**src/hw/rtl/wsu_pkg.sv**
```systemverilog
`timescale 1ns / 1ps

package wsu_pkg;

  // result kinds
  localparam logic [1:0] KIND_PAYLOAD = 2'd0;
  localparam logic [1:0] KIND_TERM    = 2'd1;
  localparam logic [1:0] KIND_END     = 2'd2;

  // register indexes, taken from paddr[2]
  localparam logic CFG_APPEND = 1'b0;
  localparam logic CFG_TERM   = 1'b1;

  // one queue entry; dual means the payload beat is followed by a terminator beat
  typedef struct packed {
    logic [7:0] data;
    logic [7:0] term;
    logic [1:0] kind;
    logic       last;
    logic       dual;
  } entry_t;

endpackage

```
**src/hw/rtl/wsu_in_if.sv**
```systemverilog
`timescale 1ns / 1ps

interface wsu_in_if;
  logic       valid;
  logic       ready;
  logic [7:0] in_byte;

  modport source (output valid, output in_byte, input ready);
  modport sink   (input valid, input in_byte, output ready);
endinterface

```
**src/hw/rtl/wsu_out_if.sv**
```systemverilog
`timescale 1ns / 1ps

interface wsu_out_if;
  logic       valid;
  logic       ready;
  logic [7:0] out_byte;
  logic [1:0] kind;
  logic       frame_last;

  modport source (output valid, output out_byte, output kind, output frame_last, input ready);
  modport sink   (input valid, input out_byte, input kind, input frame_last, output ready);
endinterface

```
**src/hw/rtl/wsu_front.sv**
```systemverilog
`timescale 1ns / 1ps

module wsu_front (
  input  logic            clk,
  input  logic            rst_n,
  input  logic            in_valid,
  output logic            in_ready,
  input  logic [7:0]      in_byte,
  input  logic            append_term,
  input  logic [7:0]      term_byte,
  input  logic            q_full,
  output logic            push,
  output wsu_pkg::entry_t push_entry
);

  localparam logic [2:0] PH_HDR0    = 3'd0;
  localparam logic [2:0] PH_HDR1    = 3'd1;
  localparam logic [2:0] PH_EXT     = 3'd2;
  localparam logic [2:0] PH_MASK    = 3'd3;
  localparam logic [2:0] PH_PAYLOAD = 3'd4;
  localparam logic [2:0] PH_SKIP    = 3'd5;

  logic [2:0]  phase_r, phase_nxt;
  logic [3:0]  ext_cnt_r, ext_cnt_nxt;
  logic [63:0] rem_r, rem_nxt;
  logic [31:0] mask_r, mask_nxt;
  logic [1:0]  midx_r, midx_nxt;
  logic        close_r, close_nxt;
  logic        fire;
  logic [6:0]  len;
  logic [7:0]  mbyte;
  logic [7:0]  unmasked;
  logic        rem_one;

  assign in_ready = !q_full;
  assign fire     = in_valid && in_ready;
  assign len      = in_byte[6:0];
  assign mbyte    = mask_r[{midx_r, 3'b000} +: 8];
  assign unmasked = in_byte ^ mbyte;
  assign rem_one  = (rem_r == 64'd1);

  always_comb begin
    phase_nxt   = phase_r;
    ext_cnt_nxt = ext_cnt_r;
    rem_nxt     = rem_r;
    mask_nxt    = mask_r;
    midx_nxt    = midx_r;
    close_nxt   = close_r;
    push        = 1'b0;
    push_entry  = '{data: unmasked, term: term_byte, kind: wsu_pkg::KIND_PAYLOAD,
                    last: 1'b0, dual: 1'b0};
    if (fire) begin
      unique case (phase_r)
        PH_HDR0: begin
          close_nxt = in_byte[3];
          phase_nxt = PH_HDR1;
        end
        PH_HDR1: begin
          midx_nxt = 2'd0;
          if (len == 7'd127) begin
            ext_cnt_nxt = 4'd8;
            rem_nxt     = 64'd0;
            phase_nxt   = PH_EXT;
          end else if (len == 7'd126) begin
            ext_cnt_nxt = 4'd2;
            rem_nxt     = 64'd0;
            phase_nxt   = PH_EXT;
          end else begin
            rem_nxt   = {57'd0, len};
            phase_nxt = PH_MASK;
          end
        end
        PH_EXT: begin
          rem_nxt     = {rem_r[55:0], in_byte};
          ext_cnt_nxt = ext_cnt_r - 4'd1;
          if (ext_cnt_r == 4'd1) begin
            phase_nxt = PH_MASK;
          end
        end
        PH_MASK: begin
          mask_nxt[{midx_r, 3'b000} +: 8] = in_byte;
          midx_nxt = midx_r + 2'd1;
          if (midx_r == 2'd3) begin
            if (close_r) begin
              push            = 1'b1;
              push_entry.data = 8'd0;
              push_entry.kind = wsu_pkg::KIND_END;
              push_entry.last = 1'b1;
              phase_nxt       = (rem_r != 64'd0) ? PH_SKIP : PH_HDR0;
            end else if (rem_r == 64'd0) begin
              push            = append_term;
              push_entry.data = term_byte;
              push_entry.kind = wsu_pkg::KIND_TERM;
              push_entry.last = 1'b1;
              phase_nxt       = PH_HDR0;
            end else begin
              phase_nxt = PH_PAYLOAD;
            end
          end
        end
        PH_PAYLOAD: begin
          midx_nxt = midx_r + 2'd1;
          rem_nxt  = rem_r - 64'd1;
          push     = 1'b1;
          if (rem_one) begin
            push_entry.dual = append_term;
            push_entry.last = !append_term;
            phase_nxt       = PH_HDR0;
          end
        end
        PH_SKIP: begin
          rem_nxt = rem_r - 64'd1;
          if (rem_one) begin
            phase_nxt = PH_HDR0;
          end
        end
        default: begin
          phase_nxt = PH_HDR0;
        end
      endcase
    end
  end

  always_ff @(posedge clk) begin
    if (!rst_n) begin
      phase_r   <= PH_HDR0;
      ext_cnt_r <= 4'd0;
      rem_r     <= 64'd0;
      mask_r    <= 32'd0;
      midx_r    <= 2'd0;
      close_r   <= 1'b0;
    end else begin
      phase_r   <= phase_nxt;
      ext_cnt_r <= ext_cnt_nxt;
      rem_r     <= rem_nxt;
      mask_r    <= mask_nxt;
      midx_r    <= midx_nxt;
      close_r   <= close_nxt;
    end
  end

endmodule

```
**src/hw/rtl/wsu_queue.sv**
```systemverilog
`timescale 1ns / 1ps

module wsu_queue #(
  parameter int DEPTH = 4
) (
  input  logic            clk,
  input  logic            rst_n,
  input  logic            push,
  input  wsu_pkg::entry_t push_entry,
  output logic            full,
  input  logic            pop,
  output logic            head_valid,
  output wsu_pkg::entry_t head_entry
);

  localparam int PW = (DEPTH > 1) ? $clog2(DEPTH) : 1;
  localparam int CW = $clog2(DEPTH + 1);
  localparam logic [PW-1:0] LAST_PTR = PW'(DEPTH - 1);
  localparam logic [CW-1:0] FULL_CNT = CW'(DEPTH);
  localparam logic [PW-1:0] PTR_ONE  = PW'(1);
  localparam logic [CW-1:0] CNT_ONE  = CW'(1);

  wsu_pkg::entry_t mem [DEPTH];
  logic [PW-1:0] wr_ptr_r, rd_ptr_r;
  logic [CW-1:0] cnt_r;
  logic          do_push, do_pop;

  assign full       = (cnt_r == FULL_CNT);
  assign head_valid = (cnt_r != '0);
  assign head_entry = mem[rd_ptr_r];
  assign do_push    = push && !full;
  assign do_pop     = pop && head_valid;

  always_ff @(posedge clk) begin
    if (do_push) begin
      mem[wr_ptr_r] <= push_entry;
    end
  end

  always_ff @(posedge clk) begin
    if (!rst_n) begin
      wr_ptr_r <= '0;
      rd_ptr_r <= '0;
      cnt_r    <= '0;
    end else begin
      if (do_push) begin
        wr_ptr_r <= (wr_ptr_r == LAST_PTR) ? '0 : wr_ptr_r + PTR_ONE;
      end
      if (do_pop) begin
        rd_ptr_r <= (rd_ptr_r == LAST_PTR) ? '0 : rd_ptr_r + PTR_ONE;
      end
      if (do_push && !do_pop) begin
        cnt_r <= cnt_r + CNT_ONE;
      end else if (do_pop && !do_push) begin
        cnt_r <= cnt_r - CNT_ONE;
      end
    end
  end

endmodule

```
**src/hw/rtl/wsu_back.sv**
```systemverilog
`timescale 1ns / 1ps

module wsu_back (
  input  logic            clk,
  input  logic            rst_n,
  input  logic            head_valid,
  input  wsu_pkg::entry_t head_entry,
  output logic            pop,
  output logic            out_valid,
  input  logic            out_ready,
  output logic [7:0]      out_byte,
  output logic [1:0]      out_kind,
  output logic            out_last
);

  wsu_pkg::entry_t ent_r;
  logic            valid_r;
  logic            half_r;
  logic            advance;
  logic            split;

  assign advance = !valid_r || out_ready;
  // second beat of a dual entry comes from the same register
  assign split   = valid_r && ent_r.dual && !half_r;
  assign pop     = advance && !split && head_valid;

  always_ff @(posedge clk) begin
    if (!rst_n) begin
      valid_r <= 1'b0;
      half_r  <= 1'b0;
    end else if (advance) begin
      if (split) begin
        half_r <= 1'b1;
      end else begin
        valid_r <= head_valid;
        half_r  <= 1'b0;
      end
    end
  end

  always_ff @(posedge clk) begin
    if (pop) begin
      ent_r <= head_entry;
    end
  end

  assign out_valid = valid_r;
  assign out_byte  = half_r ? ent_r.term : ent_r.data;
  assign out_kind  = half_r ? wsu_pkg::KIND_TERM : ent_r.kind;
  assign out_last  = half_r ? 1'b1 : ent_r.last;

endmodule

```
**src/hw/rtl/websocket_frame_unmasker_core.sv**
```systemverilog
`timescale 1ns / 1ps

// websocket frame unmasker
// in_chan carries the received frame stream, one raw byte a beat; out_chan
// carries result beats: an unmasked payload byte (kind 0), the terminator
// byte (kind 1) or a connection-end marker (kind 2, byte zero). frame_last
// marks the final beat of each frame's results.
// the front parser takes one byte every cycle while the entry queue has
// room; it tracks header, extended length, mask and payload phases and
// pushes at most one entry per byte. the back stage turns entries into
// beats, splitting a last payload byte in terminator mode into two beats.
// each result passes through the queue and then the output register.
// throughput: one byte per cycle in while the queue has room, one beat per
// cycle out while out_chan is ready; a split terminator beat takes no input byte.
// a stalled receiver fills the queue (QUEUE_DEPTH entries plus the output
// register) and in_chan.ready then drops until beats drain.
// synchronous reset returns the parser to the first header byte, empties
// the queue and clears both registers (append_terminator at 0x0,
// terminator_byte at 0x4, written through the apb port).

module websocket_frame_unmasker_core #(
  parameter int QUEUE_DEPTH = 4
) (
  input  logic        clk,
  input  logic        rst_n,
  wsu_in_if.sink      in_chan,
  wsu_out_if.source   out_chan,
  input  logic        psel,
  input  logic        penable,
  input  logic        pwrite,
  input  logic [2:0]  paddr,
  input  logic [31:0] pwdata,
  output logic [31:0] prdata,
  output logic        pready
);

  // configuration registers
  logic       append_r;
  logic [7:0] term_r;
  logic       cfg_wr;

  // front to queue, queue to back
  logic            q_full;
  logic            push;
  wsu_pkg::entry_t push_entry;
  logic            pop;
  logic            head_valid;
  wsu_pkg::entry_t head_entry;

  assign pready = 1'b1;
  assign cfg_wr = psel && penable && pwrite;

  always_ff @(posedge clk) begin
    if (!rst_n) begin
      append_r <= 1'b0;
      term_r   <= 8'd0;
    end else if (cfg_wr) begin
      unique case (paddr[2])
        wsu_pkg::CFG_APPEND: append_r <= pwdata[0];
        wsu_pkg::CFG_TERM:   term_r   <= pwdata[7:0];
        default: ;
      endcase
    end
  end

  // register readback
  always_comb begin
    unique case (paddr[2])
      wsu_pkg::CFG_APPEND: prdata = {31'd0, append_r};
      wsu_pkg::CFG_TERM:   prdata = {24'd0, term_r};
      default:             prdata = 32'd0;
    endcase
  end

  // header parse and unmask
  wsu_front u_front (
    .clk         (clk),
    .rst_n       (rst_n),
    .in_valid    (in_chan.valid),
    .in_ready    (in_chan.ready),
    .in_byte     (in_chan.in_byte),
    .append_term (append_r),
    .term_byte   (term_r),
    .q_full      (q_full),
    .push        (push),
    .push_entry  (push_entry)
  );

  // decoupling queue
  wsu_queue #(
    .DEPTH (QUEUE_DEPTH)
  ) u_queue (
    .clk        (clk),
    .rst_n      (rst_n),
    .push       (push),
    .push_entry (push_entry),
    .full       (q_full),
    .pop        (pop),
    .head_valid (head_valid),
    .head_entry (head_entry)
  );

  // beat issue with output register
  wsu_back u_back (
    .clk        (clk),
    .rst_n      (rst_n),
    .head_valid (head_valid),
    .head_entry (head_entry),
    .pop        (pop),
    .out_valid  (out_chan.valid),
    .out_ready  (out_chan.ready),
    .out_byte   (out_chan.out_byte),
    .out_kind   (out_chan.kind),
    .out_last   (out_chan.frame_last)
  );

endmodule

```
**src/flat_wrapper.sv**
```systemverilog
// flat-port wrapper written by rule: the top's interface ports become plain ports
module websocket_frame_unmasker_core_flat 
#(
  parameter int QUEUE_DEPTH = 4
)
  (clk, rst_n, psel, penable, pwrite, paddr, pwdata, prdata, pready, in_chan_valid, in_chan_in_byte, in_chan_ready, out_chan_valid, out_chan_out_byte, out_chan_kind, out_chan_frame_last, out_chan_ready);
  wsu_in_if in_chan_i ();
  wsu_out_if out_chan_i ();
  input  logic clk;
  input  logic rst_n;
  input  logic psel;
  input  logic penable;
  input  logic pwrite;
  input  logic [2:0] paddr;
  input  logic [31:0] pwdata;
  output logic [31:0] prdata;
  output logic pready;
  input wire logic [$bits(in_chan_i.valid)-1:0] in_chan_valid;
  input wire logic [$bits(in_chan_i.in_byte)-1:0] in_chan_in_byte;
  output wire logic [$bits(in_chan_i.ready)-1:0] in_chan_ready;
  output wire logic [$bits(out_chan_i.valid)-1:0] out_chan_valid;
  output wire logic [$bits(out_chan_i.out_byte)-1:0] out_chan_out_byte;
  output wire logic [$bits(out_chan_i.kind)-1:0] out_chan_kind;
  output wire logic [$bits(out_chan_i.frame_last)-1:0] out_chan_frame_last;
  input wire logic [$bits(out_chan_i.ready)-1:0] out_chan_ready;
  assign in_chan_i.valid = in_chan_valid;
  assign in_chan_i.in_byte = in_chan_in_byte;
  assign in_chan_ready = in_chan_i.ready;
  assign out_chan_valid = out_chan_i.valid;
  assign out_chan_out_byte = out_chan_i.out_byte;
  assign out_chan_kind = out_chan_i.kind;
  assign out_chan_frame_last = out_chan_i.frame_last;
  assign out_chan_i.ready = out_chan_ready;
  websocket_frame_unmasker_core #(.QUEUE_DEPTH(QUEUE_DEPTH)) u_core (.clk(clk), .rst_n(rst_n), .in_chan(in_chan_i), .out_chan(out_chan_i), .psel(psel), .penable(penable), .pwrite(pwrite), .paddr(paddr), .pwdata(pwdata), .prdata(prdata), .pready(pready));
endmodule
```
**config.mk**
```make
export PLATFORM = sky130hd
export DESIGN_NAME = websocket_frame_unmasker_core_flat
export DESIGN_NICKNAME = d
export VERILOG_FILES = /design/src/hw/rtl/wsu_pkg.sv /design/src/hw/rtl/wsu_in_if.sv /design/src/hw/rtl/wsu_out_if.sv /design/src/hw/rtl/wsu_front.sv /design/src/hw/rtl/wsu_queue.sv /design/src/hw/rtl/wsu_back.sv /design/src/hw/rtl/websocket_frame_unmasker_core.sv /design/src/flat_wrapper.sv
export SDC_FILE = /design/constraint.sdc
export NUM_CORES = 1
export LEC_CHECK = 0
export BUFFER_PORTS_ARGS = -buffer_cell sky130_fd_sc_hd__buf_4
export CORE_MARGIN = 5
export CORE_UTILIZATION = 25
export DETAILED_ROUTE_END_ITERATION = 6
export GPL_TIMING_DRIVEN = 0
export PLACE_DENSITY = 0.36
export REMOVE_ABC_BUFFERS = 1
export SLEW_MARGIN = 20
export SYNTH_ARGS = -nofsm -noshare
export SYNTH_HDL_FRONTEND = slang
export SYNTH_HIERARCHICAL = 1
export SYNTH_SLANG_ARGS = --single-unit
```
**constraint.sdc**
```tcl
create_clock -name clk -period 8.8 [get_ports clk]
set_input_delay 0.44 -clock clk [delete_from_list [all_inputs] [get_ports clk]]
set_output_delay 0.44 -clock clk [all_outputs]
set_load 0.02 [all_outputs]
```
# --- After elaboration in Yosys (flattened, before gate mapping) ---
# Memories as Yosys holds them, arrays and structs flattened. A register that Yosys moved wholly into a read port is not among the register bits.
# Cells that the tools add are included.
op_classes:
  n_addsub: 8
  multipliers: 0
  div: 0
  order_cmp: 0
  n_eq_ne: 17
  n_shift: 3
  n_mux: 46
  bitwise: 3
  reduce_logical: 38
ops:
  columns: ["op", "count"]
  rows:
  - ["$pmux 64 s3", 1]
  - ["$eq 64x1->1 const B", 1]
  - ["$logic_not 64->1", 1]
  - ["$pmux 32 s2", 1]
  - ["$reduce_bool 64->1", 1]
  - ["$sub 64x1->64 const B", 1]
  - ["$mux 8", 6]
  - ["$bwmux 32", 1]
  - ["$shift 8x7->32 const A", 1]
  - ["$shiftx 32x6->8", 1]
  - ["$shiftx 8x7->32", 1]
  - ["$mux 3", 10]
  - ["$pmux 3 s5", 1]
  - ["$eq 7x7->1 const B", 2]
  - ["$mux 7", 2]
  - ["$reduce_and 2->1", 7]
  - ["$mux 2", 6]
  - ["$mux 4", 3]
  - ["$logic_and 1x1->1", 11]
  - ["$mux 1", 11]
  - ["$eq 3x3->1 const B", 3]
  - ["$pmux 4 s2", 1]
  - ["$xor 8x8->8", 1]
  - ["$logic_not 1->1", 7]
  - ["22 further kinds", 34]
word_totals:
  regBits: 124
  latch_bits: 0
  ram_bits: 80
  romBits: 0
  input_bits: 50
  output_inout_bits: 46
  word_cells: 129
  mem_count: 1
mem_list:
  columns: ["name", "depth", "word_bits", "rd", "rd_clocked_by_memory_dff", "write_ports", "line_no", "source"]
  rows:
  - ["u_core.u_queue.mem", 4, 20, 1, 1, 1, "wsu_queue.sv:23", "wsu_pkg::entry_t mem [DEPTH];"]

# --- Depth between registers and ports, before layout ---
depth:
  word_depth: 11
  depth_mapped: 17
  ltp_nobuf: 14

# --- By module ---
# The synthesis kept the hierarchy.
by_module_without_submodules:
  columns: ["mod", "instances", "cells_per_inst", "area_each_um2", "seq_area_each_um2"]
  rows:
  - ["wsu_front", 1, 921, 6832.8, 2122.0]
  - ["wsu_queue", 1, 155, 3360.7, 2582.5]
  - ["wsu_back", 1, 42, 838.3, 640.6]
  - ["websocket_frame_unmasker_core", 1, 75, 631.9, 180.2]

# --- Worst setup path before layout ---
# Ideal clock, no wire load.
synth_timing:
  path_kind: "flip-flop to flip-flop"
  from: "register u_core.u_queue.cnt_r[0]"
  to: "register u_core.u_queue.cnt_r[2]"
  setup_ns: 0.076
  t_arrival_ns: 3.715
  required_time_ns: 8.724
  slack_ns: 5.009
  stages_incl_launch_ff: 10
  path_buffers: 0
  synth_period_minus_slack_ns: 3.791
  path_cell_list: "dfxtp_1 -> or3_1 -> a21boi_0 -> o31ai_1 -> ha_1 -> inv_1 -> fa_1 -> xor2_1 -> or3_2 -> a21boi_0"
synth_between:
  elab_cells_between_ends: 17
  cone_classes: "add/sub (2); eq/ne (1); mux (3); reduce/logical (11)"
synth_lines:
  columns: ["item", "line_no", "source"]
  rows:
  - ["start: declaration", "wsu_queue.sv:25", "logic [CW-1:0] cnt_r;"]
  - ["start signal: assignment", "wsu_queue.sv:53", "cnt_r <= cnt_r + CNT_ONE;"]
  - ["start signal: assignment", "wsu_queue.sv:55", "cnt_r <= cnt_r - CNT_ONE;"]
  - ["$reduce_bool 3->1 *", "wsu_queue.sv:29", "assign head_valid = (cnt_r != '0);"]
  - ["net u_core.head_valid", "websocket_frame_unmasker_core.sv:47", "logic head_valid;"]
  - ["$logic_and 1x1->1 *", "wsu_back.sv:25", "assign pop = advance && !split && head_valid;"]
  - ["net u_core.pop", "websocket_frame_unmasker_core.sv:46", "logic pop;"]
  - ["$logic_and 1x1->1 *", "wsu_queue.sv:32", "assign do_pop = pop && head_valid;"]
  - ["$logic_not 1->1", "wsu_queue.sv:52", "if (do_push && !do_pop) begin"]
  - ["$logic_and 1x1->1", "wsu_queue.sv:52", null]
  - ["$mux 3 / $reduce_bool 2->1 (equally long branches)", null, null]
# The timed path passes the listed nets; every way through them passes the cells marked *. The select of a mux whose other input is x is not followed.
# A chain may end at the register's enable or synchronous reset.

# --- Final worst setup path ---
layout_timing:
  from: "register u_core.u_front.rem_r[34]"
  to: "register u_core.u_queue.cnt_r[2]"
layout_between:
  elab_chain_len: 10
  elab_cells_between_ends: 12
  cone_classes: "mux (6); reduce/logical (6)"
layout_rtl:
  columns: ["item", "line_no", "source"]
  rows:
  - ["start: declaration", "wsu_front.sv:25", "logic [63:0] rem_r, rem_nxt;"]
  - ["start signal: assignment", "wsu_front.sv:135", "rem_r <= rem_nxt;"]
  - ["$logic_not 64->1 *", "wsu_front.sv:90", "end else if (rem_r == 64'd0) begin"]
  - ["$mux 1 *", "wsu_front.sv:90", null]
  - ["$mux 1 *", "wsu_front.sv:84", "if (close_r) begin"]
  - ["$mux 1 *", "wsu_front.sv:83", "if (midx_r == 2'd3) begin"]
  - ["$pmux 1 s2 *", "wsu_front.sv:53", "unique case (phase_r)"]
  - ["$mux 1 *", "wsu_front.sv:52", "if (fire) begin"]
  - ["net u_core.push", "websocket_frame_unmasker_core.sv:44", "logic push;"]
  - ["$logic_and 1x1->1 *", "wsu_queue.sv:31", "assign do_push = push && !full;"]
  - ["$logic_not 1->1", "wsu_queue.sv:54", "end else if (do_pop && !do_push) begin"]
  - ["$logic_and 1x1->1", "wsu_queue.sv:54", null]
  - ["$reduce_bool 2->1 (no source line)", null, null]
# The timed path passes the listed nets; every way through them passes the cells marked *.

==> qor.csv <==
metric,value,unit
row cnt,79,
final hold violations,0,
count of flip-flops with a built-in enable after synthesis,100,
overall track demand over capacity in global routing,0.139,
Setup CP Type,reg2reg,
main flop type after synthesis,dfxtp_1,
# diodes,0,
count of pins over their slew limit,0,
count of buffers inserted at the top-level ports,44,
period utilization,0.587,
number of distinct standard cells referenced by the synthesized netlist,80,
Yosys warning count,6,
proportion of power drawn by flip-flops and latches,0.427,
number of global-route vias before repair,9109,
Internal Power,1.92,mW
H-Tree Depth,1,
crit path time final,5.17,ns
switching fraction of total power,0.267,
total overflow reported by the global router,0,
leak pwr,4.72,nW
post-synthesis average cell area,9.78,sq um
Worst Skew,0.0473,ns
net switching power,700,uW
TritonCTS Buffers,28,
largest net degree at the start of global routing,57,
result of the run,"finished, final reports clean",
"Net count, final",1255,
area growth from synthesis to layout,15.7,%
via count,9113,
average vias per placed instance,5.03,
transition time at the pin with the least slew margin,1.04,ns
fraction of the core area covered by cells at the end of the flow,0.291,
Clock Power Share,0.463,
Seq cells post-synth,226,
post-route ant nets,0,
required time at the endpoint of the critical path,9.26,ns
post-CTS setup buffers,0,
"Power, Total",2.62,mW
"wirelength, routed",36100,um
initial antenna violation count,0,
peak ir drop on the vdd network,144,uV
fraction of final layout cells with drive strength greater than 1,0.152,
top cell type by total area after synthesis,edfxtp_1,
Die Y,226,um
die area,51100,sq um
count of final setup violators,0,
sequential element share of the synthesized area,0.474,
top-count cell post-synth,nand2_1,
Initial Utilization,0.252,
critical path data arrival time,5.63,ns
kind of end point of the critical path,flop,
GPL Wtd Cong,0.790,
Post-Synthesis Cells,1193,
part of the power in combinational logic,0.110,
Detailed Route Iter0 Violations,588,
die outline width,226,um
Synth top area share,0.257,
CTS tree,done,
CTS-repair resized insts,0,
top area cells in the synthesized netlist,"edfxtp_1 26%, dfxtp_1 22%, mux4_2 5.4%",
clock transition at the register clock pins on the worst setup and hold paths after CTS,0.06,ns
Commonest cells post-synth,"141 x nand2_1, 126 x dfxtp_1, 100 x edfxtp_1",
final hold slack,0.112,ns
clock latency of the later-clocked register in the worst-skew pair,0.59,ns
unrepaired setup endpoints after global routing,false,
HPWL Detailed,23800,um
cell count after placement,1764,
remaining design rule violation count,0,
peak fanout along the critical path,20,
first-pass GRT wire length,56000,um
non-filler cells in the finished layout,1813,
Avg WL per Cell,19.9,um
P per Cell Area,194,nW/um^2
Top Ports,96,
number of max-cap violations,0,
library cell used as clock root buffer,clkbuf_16,
fraction of registers with async set or reset after synthesis,0,
nature of the critical path startpoint,flop,
clock sinks,226,
Hold Buf Count CTS,0,
worst min path class,in2reg,
number of detailed-routing iterations run before antenna repair,5,
relative slew slack,0.302,
Max Buffers Root-to-Sink,3,
f_max,194,MHz
netlist area before placement,11700,sq um
core box area,46400,sq um
-- per-layer routing --
metal	share of wire	vias to the layer above	GRT usage
li1	-	4388	-
met1	0.48	4496	0.194
met2	0.46	173	0.223
met3	0.041	56	0.0204
met4	0.024	0	0.0406
met5	0	-	0
-- cells in the final DEF (no fill, tap or decap), types with 27 or more instances in the layout --
cell type    n
nand2_1    141
a21oi_1     83
nand3_1     62
nor3_1      41
mux4_2      28
edfxtp_1   100
clkbuf_16   28
o21ai_0     59
dfxtp_1    124
mux2i_1     27
nor2_1      80
buf_4       48
-- power by group through the flow --
| stage | Clock [mW] | Combinational (mW) | Sequential (mW) |
|---|---|---|---|
| 2_1_floorplan | 0 | 0.178 | 1.13 |
| 3_3_place_gp | 0 | 0.282 | 1.14 |
| 3_5_place_dp | 0 | 0.292 | 1.14 |
| 4_1_cts | 1.26 | 0.293 | 1.12 |
| 5_1_grt | 1.30 | 0.320 | 1.12 |
| 6_report | 1.21 | 0.290 | 1.12 |
-- worst paths after layout --
| path | to | start | slack [ns] | cells past startpoint |
|---|---|---|---|---|
| hold / removal | u_core/term_r[5] | pwdata[5] | 0.11 | 3 |
| setup / recovery | u_core/u_queue/cnt_r[2] | u_core/u_front/rem_r[34] | 3.63 | 13 |
| setup reg to reg | u_core/u_queue/cnt_r[2] | u_core/u_front/rem_r[34] | 3.63 | 13 |
| hold reg to reg | u_core/u_front/mask_r[30] | u_core/u_front/mask_r[30] | 0.45 | 2 |
-- critical path: stages (launching register included) --
cell and delay, ns:
dfxtp_1 0.44, nor4_2 0.68, nand3_1 0.34, nor4_1 0.47, nand4_1 0.71, nor3_1 0.37
or3_1 0.15, nor2b_1 0.44, ha_1 0.27, inv_1 0.07, fa_1 0.37, xor2_1 0.17
or3_2 0.40, a21boi_0 0.18
-- kinds of logic (layout without fill, tap and decap cells) --
logic type,after synthesis,in the layout,synth area share
other cells,2,25,0.000644
compound gates,259,259,0.142
flops,226,226,0.474
buf+inv,132,122,0.0570
mux,64,64,0.0882
xor+xnor,12,12,0.00901
fa+ha+maj,18,18,0.0200
simple gates,480,480,0.210
-- registers in the layout, summed over array words and instances (netlist names), named ones only --
signal	flops
u_core/append_r	1
u_core/term_r	8
u_core/u_back/ent_r	20
u_core/u_back/half_r	1
u_core/u_back/out_valid	1
u_core/u_front/close_r	1
u_core/u_front/ext_cnt_r	4
u_core/u_front/mask_r	32
u_core/u_front/midx_r	2
u_core/u_front/phase_r	3
u_core/u_front/rem_r	64
u_core/u_queue/cnt_r	3
u_core/u_queue/mem	80
u_core/u_queue/rd_ptr_r	2
u_core/u_queue/wr_ptr_r	2
-- stage by stage --
stage                     area (sq um)  setup TNS [ns]  setup WS [ns]
after floorplan                  11100               0           2.42
after global placement           12200         -288.70          -7.04
after detailed placement         12500               0           3.55
after CTS                        13500               0           3.52
after global routing             13500               0           3.14
final                            13500               0           3.63
-- layout make-up --
type	count	area [sq um]
clock inverters	17	245
flip-flops and latches	226	5530
clock buffers	32	716
inverters	16	62.6
fillers	4867	32900
multi-input cells	858	5630
repair buffers	57	557
well taps	607	759
No activity file was read; power rests on OpenSTA's default activity.
